### src/hdl/gne_pkg.sv
// Shared types, codes and helper functions of the grid neighbor expansion block.
package gne_pkg;

  localparam int unsigned CfgIdxW = 3;
  localparam int unsigned CfgDataW = 16;
  localparam int unsigned CoordW = 6;
  localparam int unsigned SizeW = 7;
  localparam int unsigned CostW = 16;
  localparam int unsigned DirW = 3;

  localparam logic [CostW-1:0] COST_IMPASSABLE = 16'hFFFF;

  // Configuration register indexes.
  localparam logic [CfgIdxW-1:0] CFG_EIGHT_WAY     = 3'd0;
  localparam logic [CfgIdxW-1:0] CFG_GRID_WIDTH    = 3'd1;
  localparam logic [CfgIdxW-1:0] CFG_GRID_HEIGHT   = 3'd2;
  localparam logic [CfgIdxW-1:0] CFG_COST_EMPTY    = 3'd3;
  localparam logic [CfgIdxW-1:0] CFG_COST_WATER    = 3'd4;
  localparam logic [CfgIdxW-1:0] CFG_COST_MOUNTAIN = 3'd5;

  // Request codes.
  localparam logic REQ_WRITE  = 1'b0;
  localparam logic REQ_EXPAND = 1'b1;

  // Move directions in visiting order.
  localparam logic [DirW-1:0] DIR_UP         = 3'd0;
  localparam logic [DirW-1:0] DIR_DOWN       = 3'd1;
  localparam logic [DirW-1:0] DIR_LEFT       = 3'd2;
  localparam logic [DirW-1:0] DIR_RIGHT      = 3'd3;
  localparam logic [DirW-1:0] DIR_UP_LEFT    = 3'd4;
  localparam logic [DirW-1:0] DIR_UP_RIGHT   = 3'd5;
  localparam logic [DirW-1:0] DIR_DOWN_LEFT  = 3'd6;
  localparam logic [DirW-1:0] DIR_DOWN_RIGHT = 3'd7;

  typedef enum logic [1:0] {
    CELL_EMPTY    = 2'd0,
    CELL_WALL     = 2'd1,
    CELL_WATER    = 2'd2,
    CELL_MOUNTAIN = 2'd3
  } cell_e;

  // Commands from the controller to the datapath.
  typedef struct packed {
    logic clr_step;    // write one empty entry of the clearing pass
    logic wr_cell;     // store the incoming cell if it lies inside the grid
    logic load_req;    // latch the position to expand, restart the direction
    logic rd_issue;    // read the map at the current neighbor
    logic take_pend;   // hold the current neighbor as the pending result
    logic push_pend;   // move the pending result to the output, not last
    logic push_final;  // move the closing result of the expansion to the output
    logic dir_inc;     // advance to the next direction
  } cmd_t;

  // Status from the datapath to the controller.
  typedef struct packed {
    logic clr_done;
    logic nbr_in_grid;
    logic walkable;
    logic pend_valid;
    logic out_free;
    logic last_dir;
  } stat_t;

  // Column offset of a move, as a 7-bit two's complement value.
  function automatic logic [SizeW-1:0] dx_off(input logic [DirW-1:0] dir);
    logic [SizeW-1:0] off;
    case (dir)
      DIR_LEFT, DIR_UP_LEFT, DIR_DOWN_LEFT:    off = '1;
      DIR_RIGHT, DIR_UP_RIGHT, DIR_DOWN_RIGHT: off = 7'd1;
      default:                                 off = '0;
    endcase
    return off;
  endfunction

  // Row offset of a move, as a 7-bit two's complement value.
  function automatic logic [SizeW-1:0] dy_off(input logic [DirW-1:0] dir);
    logic [SizeW-1:0] off;
    case (dir)
      DIR_UP, DIR_UP_LEFT, DIR_UP_RIGHT:       off = '1;
      DIR_DOWN, DIR_DOWN_LEFT, DIR_DOWN_RIGHT: off = 7'd1;
      default:                                 off = '0;
    endcase
    return off;
  endfunction

endpackage

### src/hdl/gne_ctrl.sv
// Controller state machine that sequences clearing, map writes and neighbor scans.
module gne_ctrl (
  input  logic           clk_i,
  input  logic           rst_ni,
  input  logic           in_valid_i,
  output logic           in_stall_o,
  input  logic           req_type_i,
  input  gne_pkg::stat_t stat_i,
  output gne_pkg::cmd_t  cmd_o
);
  import gne_pkg::*;

  typedef enum logic [2:0] {
    ST_CLEAR,
    ST_IDLE,
    ST_SCAN,
    ST_EVAL,
    ST_FLUSH
  } state_e;

  state_e state_q, state_d;

  always_ff @(posedge clk_i or negedge rst_ni) begin
    if (!rst_ni) begin
      state_q <= ST_CLEAR;
    end else begin
      state_q <= state_d;
    end
  end

  assign in_stall_o = (state_q != ST_IDLE);

  always_comb begin
    state_d = state_q;
    cmd_o   = '0;
    case (state_q)
      ST_CLEAR: begin
        cmd_o.clr_step = 1'b1;
        if (stat_i.clr_done) begin
          state_d = ST_IDLE;
        end
      end
      ST_IDLE: begin
        if (in_valid_i) begin
          if (req_type_i == REQ_WRITE) begin
            cmd_o.wr_cell = 1'b1;
          end else begin
            cmd_o.load_req = 1'b1;
            state_d        = ST_SCAN;
          end
        end
      end
      ST_SCAN: begin
        if (stat_i.nbr_in_grid) begin
          cmd_o.rd_issue = 1'b1;
          state_d        = ST_EVAL;
        end else if (stat_i.last_dir) begin
          state_d = ST_FLUSH;
        end else begin
          cmd_o.dir_inc = 1'b1;
        end
      end
      ST_EVAL: begin
        // A second walkable neighbor needs the output free to pass the first one on.
        if (!(stat_i.walkable && stat_i.pend_valid && !stat_i.out_free)) begin
          cmd_o.take_pend = stat_i.walkable;
          cmd_o.push_pend = stat_i.walkable && stat_i.pend_valid;
          if (stat_i.last_dir) begin
            state_d = ST_FLUSH;
          end else begin
            cmd_o.dir_inc = 1'b1;
            state_d       = ST_SCAN;
          end
        end
      end
      ST_FLUSH: begin
        if (stat_i.out_free) begin
          cmd_o.push_final = 1'b1;
          state_d          = ST_IDLE;
        end
      end
      default: begin
        state_d = ST_IDLE;
      end
    endcase
  end

endmodule
### config.mk
export PLATFORM = sky130hd
export DESIGN_NAME = gne_ctrl
export DESIGN_NICKNAME = d
export VERILOG_FILES = /design/src/hdl/gne_pkg.sv /design/src/hdl/gne_ctrl.sv
export SDC_FILE = /design/constraint.sdc
export NUM_CORES = 1
export LEC_CHECK = 0
export ABC_AREA = 1
export ABC_CLOCK_PERIOD_IN_PS = 2700
export BUFFER_PORTS_ARGS = -buffer_cell sky130_fd_sc_hd__buf_2
export CORE_AREA = 2 2 39 41
export CTS_BUF_LIST = sky130_fd_sc_hd__clkbuf_4
export DETAILED_ROUTE_END_ITERATION = 10
export DIE_AREA = 0 0 41 43
export HOLD_SLACK_MARGIN = 0.08
export PLACE_DENSITY = 0.46
export SYNTH_ARGS = -nofsm -noshare
export SYNTH_HDL_FRONTEND = slang
export SYNTH_SLANG_ARGS = --single-unit
### constraint.sdc
create_clock -name clk_i -period 2.7 [get_ports clk_i]
set_clock_uncertainty 0.15 [all_clocks]
set_input_delay 0.54 -clock clk_i [delete_from_list [all_inputs] [get_ports clk_i]]
set_output_delay 0.54 -clock clk_i [all_outputs]
set_load 0.05 [all_outputs]
==> impl_metrics.toml, run 1 <==
[outcome]
status = "finished clean"

[cts]
clockBufferDepth = 2
cts_tree = "done"
cts_resized = 0
clk_latency_ns = 0.22
cts_post_setup_buffers_inserted = 0
cts-root-buf = "clkbuf_4"
htreeDepth = 1
clk_pin_slew_ns = 0.04
clock-sinks = 3
cts_buffers = 3
holdBufCountCts = 1

[synthesis]
synth_ff_type = "dfrtp_1"
syn_area_per_cell_sq_um = 5.84
netlist_instances = 54
async_flop_share = 1.00
syn_area_sq_um = 315
yosys.area.top_type_share = 0.238
synth_commonest_cells = "nand2_1, inv_1, nor2_1, nand3_1, dfrtp_1"
synth.top_cells.by_area = "dfrtp_1, nand2_1, nand3_1"
yosys.cell_count.top_type = "nand2_1"
synth-seq-cells = 3
yosys_warnings = 0
syn_nets = 64
synth_edf_count = 0
ys_types = 17
yosysTopAreaCell = "dfrtp_1"
ys_seq_area_frac = 0.238

[timing]
finalCritPeriodShare = 0.802
setup_viol = 0
slew-limit-headroom = 0.823
worstMarginPinSlew_ns = 0.265
min_period_ns = 2.17
slew_viol_final = 0
fin_tns_setup_ns = 0
clock.fmax_ghz = 0.462
rsz0062_at_grt = "false"
finalHoldViolations = 0

[placement]
place_hpwl_microns = 644
port_buffers = 18
gp_congestion = 0.731

[route]
drtAntennaViolNets = 0
drt-wirelength-per-cell_microns = 8.22
first_pass_iters = 4
wl_microns = 764
drc = 0
num_vias = 389
via_per_inst = 4.18
dr.first_iter.drc_count = 5

[critical_path]
crit_fanout = 6
path_cells = "inv_1 -> nor2_1 -> nand2_1 -> nor3b_2 -> buf_2"
cp-end-kind = "output port"
cp.arrival_ns = 1.48
path_class = "reg2out"
critPathRequiredTime_ns = 2.01
cp-start-kind = "flop"
cp_slowest_stage_delay_ns = 0.44
cp_slowest_cell = "dfrtp_1"

[floorplanning]
die_area_sq_mm = 0.00176
ios = 19
die_h_microns = 43
die_w_microns = 41
rows = 14
core_area_sq_mm = 0.00138
initial_utilization = 0.228

[final_layout]
top_register = "state_q"
n_fill_cell = 160
layout-drive-gt1-share = 0.429
post-route-util = 0.349
multi_input_area_sq_um = 228
final-seq-area_sq_um = 75.1
largest_registers = "state_q x3"
area_delta_synth_final_pct = 53.2
antenna_cells = 0
largest_reg_flops = 3
fin_nets = 88

[power]
p_per_area_mw_per_mm2 = 1240
ir_drop_v = 0.000511
leakage_nw = 0.283

[global_route]
grt_pass1_vias = 312
grt_overflow = 0
grt_max_degree = 8
grt_first_pass_wirelength_microns = 1130
track_usage = 0.0914
antenna_found_initial = 0

[flow_run]
drv_cap = 0

[min_path]
hp-class = "reg2reg"
==> power by group <==
part           total, mW  switching (mW)  internal, mW
combinational      0.400           0.290         0.109
clock             0.0850          0.0198        0.0652
sequential         0.114          0.0455        0.0685
total              0.599           0.356         0.243
==> cell type report <==
type	instances	area share
Multi-Input combinational cell	43	0.472
Tap cell	16	0.0415
Inverter	8	0.0622
Timing Repair Buffer	19	0.207
Clock buffer	4	0.0622
Sequential cell	3	0.155
==> worst max-delay path: cells and delay by family (launching register included) <==
kind	cells	cell delay, ns
flops	1	0.44
simple gates	3	0.44
buf+inv	2	0.37
==> per-stage QoR <==
| stage | instances | setup slack, ns | total power [mW] | hold slack [ns] | cell area, sq um |
|---|---|---|---|---|---|
| final | 93 | 0.534 | 0.599 | 0.453 | 483 |
| after global routing | 93 | 0.413 | 0.653 | 0.489 | 483 |
| after CTS | 93 | 0.525 | 0.607 | 0.454 | 483 |
| after detailed placement | 88 | 0.592 | 0.518 | 0.187 | 443 |
| after global placement | 88 | 0.606 | 0.521 | 0.187 | 443 |
| after floorplan | 54 | 0.271 | 0.435 | 0.0944 | 333 |
==> path summary, 6_finish.rpt <==
kind	startpoint	end	slack, ns	cells past startpoint
max in group asynchronous	rst_ni	state_q[1]	1.81	2
min in group asynchronous	rst_ni	state_q[0]	0.49	2
min	state_q[0]	state_q[0]	0.45	2
max	state_q[0]	cmd_o[6]	0.53	5
max reg2reg	state_q[1]	state_q[1]	1.30	8
min reg2reg	state_q[0]	state_q[0]	0.45	2
==> metal layers <==
layer,track usage,part of all wire,up-vias
met5,0,0,-
met4,0.0400,0,0
met3,0.0157,0.069,0
met2,0.131,0.43,15
met1,0.129,0.50,156
li1,-,-,218
==> cells in the final DEF, fill, tap and decap left out <==
| cell | synthesis | final |
|---|---|---|
| nand2_1 | 18 | 18 |
| buf_2 | 0 | 18 |
| inv_1 | 6 | 6 |
| nor2_1 | 6 | 6 |
| nand3_1 | 5 | 5 |
| clkbuf_4 | 0 | 4 |
| dfrtp_1 | 3 | 3 |
| inv_2 | 2 | 2 |
| nor2_2 | 2 | 2 |
| nor4_2 | 0 | 2 |
| o21ai_0 | 2 | 2 |
| or2_2 | 1 | 1 |
| nand3_2 | 1 | 1 |
| o22ai_1 | 1 | 1 |
| nor3_1 | 1 | 1 |
| nor3b_2 | 0 | 1 |
| nor2_4 | 1 | 1 |
| nand3b_1 | 1 | 1 |
| nand2_2 | 1 | 1 |
| dlygate4sd3_1 | 0 | 1 |
==> cell families after synthesis <==
kind of cell	share of synthesized area
AOI/OAI and AO/OA	0.0516
buffers and inverters	0.0952
DFF	0.238
and+or+nand+nor	0.615
(Power assumes the default switching activity.)
==> inputs of run 2 (changes only) <==
ABC_CLOCK_PERIOD_IN_PS = 2150   (was 2700)
clock period = 2.15 ns   (was 2.7 ns; I/O delays follow)
==> impl_metrics.toml, run 2 (same netlist as run 1, synthesis figures left out) <==
[outcome]
status = "finished clean"

[global_route]
grt_pass1_vias = 332
grt_first_pass_wirelength_microns = 1240
antenna_found_initial = 0
track_usage = 0.102
grt_overflow = 0
grt_max_degree = 8

[min_path]
hp-class = "in2async"

[floorplanning]
rows = 14
core_area_sq_mm = 0.00138
die_w_microns = 41
initial_utilization = 0.228
ios = 19
die_h_microns = 43
die_area_sq_mm = 0.00176

[final_layout]
antenna_cells = 0
fin_nets = 88
final_common_cell = "nand2_1"
post-route-util = 0.352
largest_reg_flops = 3
layout-drive-gt1-share = 0.442
largest_registers = "state_q x3"
mostFrequentLayoutCells = "nand2_1, buf_2, inv_1, nor2_1"
n_fill_cell = 149
top_register = "state_q"
area_delta_synth_final_pct = 54.4
fin_area_sq_um = 487

[critical_path]
path_cells = "nand2_1 -> nor2_2 -> nand2_1 -> o22ai_1 -> buf_2"
critPathRequiredTime_ns = 1.57
timing.reg2reg.worst_path_depth = 8
crit_fanout = 7
path_class = "reg2out"
rr_endpoint = "state_q[1]"
cp_slowest_cell = "dfrtp_1"
cp_slowest_stage_delay_ns = 0.48
cp-start-kind = "flop"
cp_common_cell = "nand2_1"
cp-end-kind = "output port"
cp.arrival_ns = 1.47
r2r_setup_slack_ns = 0.75
r2r_start = "state_q[1]"

[timing]
rsz0062_at_grt = "false"
clock.fmax_ghz = 0.487
fin_ws_ns = 0.0951
min_period_ns = 2.05
slew_viol_final = 0
worstMarginPinSlew_ns = 0.268
slew-limit-headroom = 0.822
finalCritPeriodShare = 0.956
setup_viol = 0
finalHoldViolations = 0
fin_tns_setup_ns = 0

[power]
clock_power_share = 0.146
netSwitchingPower_mw = 0.455
ir_drop_v = 0.000607
p_sw_frac = 0.596
seq_power_share = 0.191
combPwrFrac = 0.663
leakage_nw = 0.282
p_per_area_mw_per_mm2 = 1570
internal_power_mw = 0.309

[cts]
clockBufferDepth = 2
cts_buffers = 3
cts-root-buf = "clkbuf_4"
cts_tree = "done"
htreeDepth = 1
clk_latency_ns = 0.23
clk_pin_slew_ns = 0.04
clock-sinks = 3

[placement]
port_buffers = 18
gp_congestion = 0.730
place_area_sq_um = 443
place_ws_ns = 0.260
place_hpwl_microns = 638

[route]
drc = 0
drt-wirelength-per-cell_microns = 8.74
wl_microns = 813
via_per_inst = 4.28
num_vias = 398
first_pass_iters = 4
dr.first_iter.drc_count = 6
drtAntennaViolNets = 0

[flow_run]
drv_cap = 0
[run 2: worst max path at each step]
stage               start  endpoint  slack, ns  cells past startpoint
6_report       state_q[1]  cmd_o[0]        0.1                      5
5_1_grt        state_q[1]  cmd_o[0]      0.002                      5
4_1_cts        state_q[0]  cmd_o[6]       0.07                      5
3_5_place_dp    stat_i[0]  cmd_o[0]       0.26                      4
3_3_place_gp    stat_i[0]  cmd_o[0]       0.28                      4
2_1_floorplan  state_q[0]  cmd_o[5]      -0.17                      4
[run 2: through the flow]
| step | cells | hold WS (ns) | total power [mW] |
|---|---|---|---|
| floorplan | 54 | -0.0156 | 0.546 |
| finish | 93 | 0.366 | 0.764 |
| detailed placement | 88 | 0.0769 | 0.650 |
| global route | 93 | 0.374 | 0.830 |
| global placement | 88 | 0.0769 | 0.654 |
| CTS | 93 | 0.362 | 0.768 |
[run 2: critical path, delay by kind of cell, from the launching register on]
kind                   cells  cell delay (ns)
AOI/OAI and AO/OA          1             0.10
buffers and inverters      1             0.28
DFF                        1             0.48
and+or+nand+nor            3             0.38
[run 2: timing repair]
action,4_1_cts,5_1_grt
resized for setup,0,2
hold buffers,1,0
endpoints found under the hold margin,3,0
setup buffers,0,0
setup endpoints to repair,0,1
[run 2: power by group through the flow]
stage / Clock, mW / Sequential [mW] / Combinational [mW]
2_1_floorplan: 0 / 0.130 / 0.416
6_report: 0.112 / 0.146 / 0.506
4_1_cts: 0.116 / 0.144 / 0.508
3_5_place_dp: 0 / 0.145 / 0.505
3_3_place_gp: 0 / 0.147 / 0.507
5_1_grt: 0.120 / 0.153 / 0.556
[run 2: layer usage]
metal  vias up  global-route usage  share of wire
met1       164               0.138           0.51
li1        217                   -              -
met2        17               0.147           0.42
met3         0              0.0157          0.068
met4         0              0.0600              0
met5         -                   0              0
[run 2: layout make-up]
class,count,area (sq um),share of cell area
Sequential cell,3,76.3,0.157
Tap cell,16,20.0,0.0411
Inverter,8,30.0,0.0617
Timing Repair Buffer,19,103,0.211
Clock buffer,4,30.0,0.0617
Multi-Input combinational cell,43,228,0.468
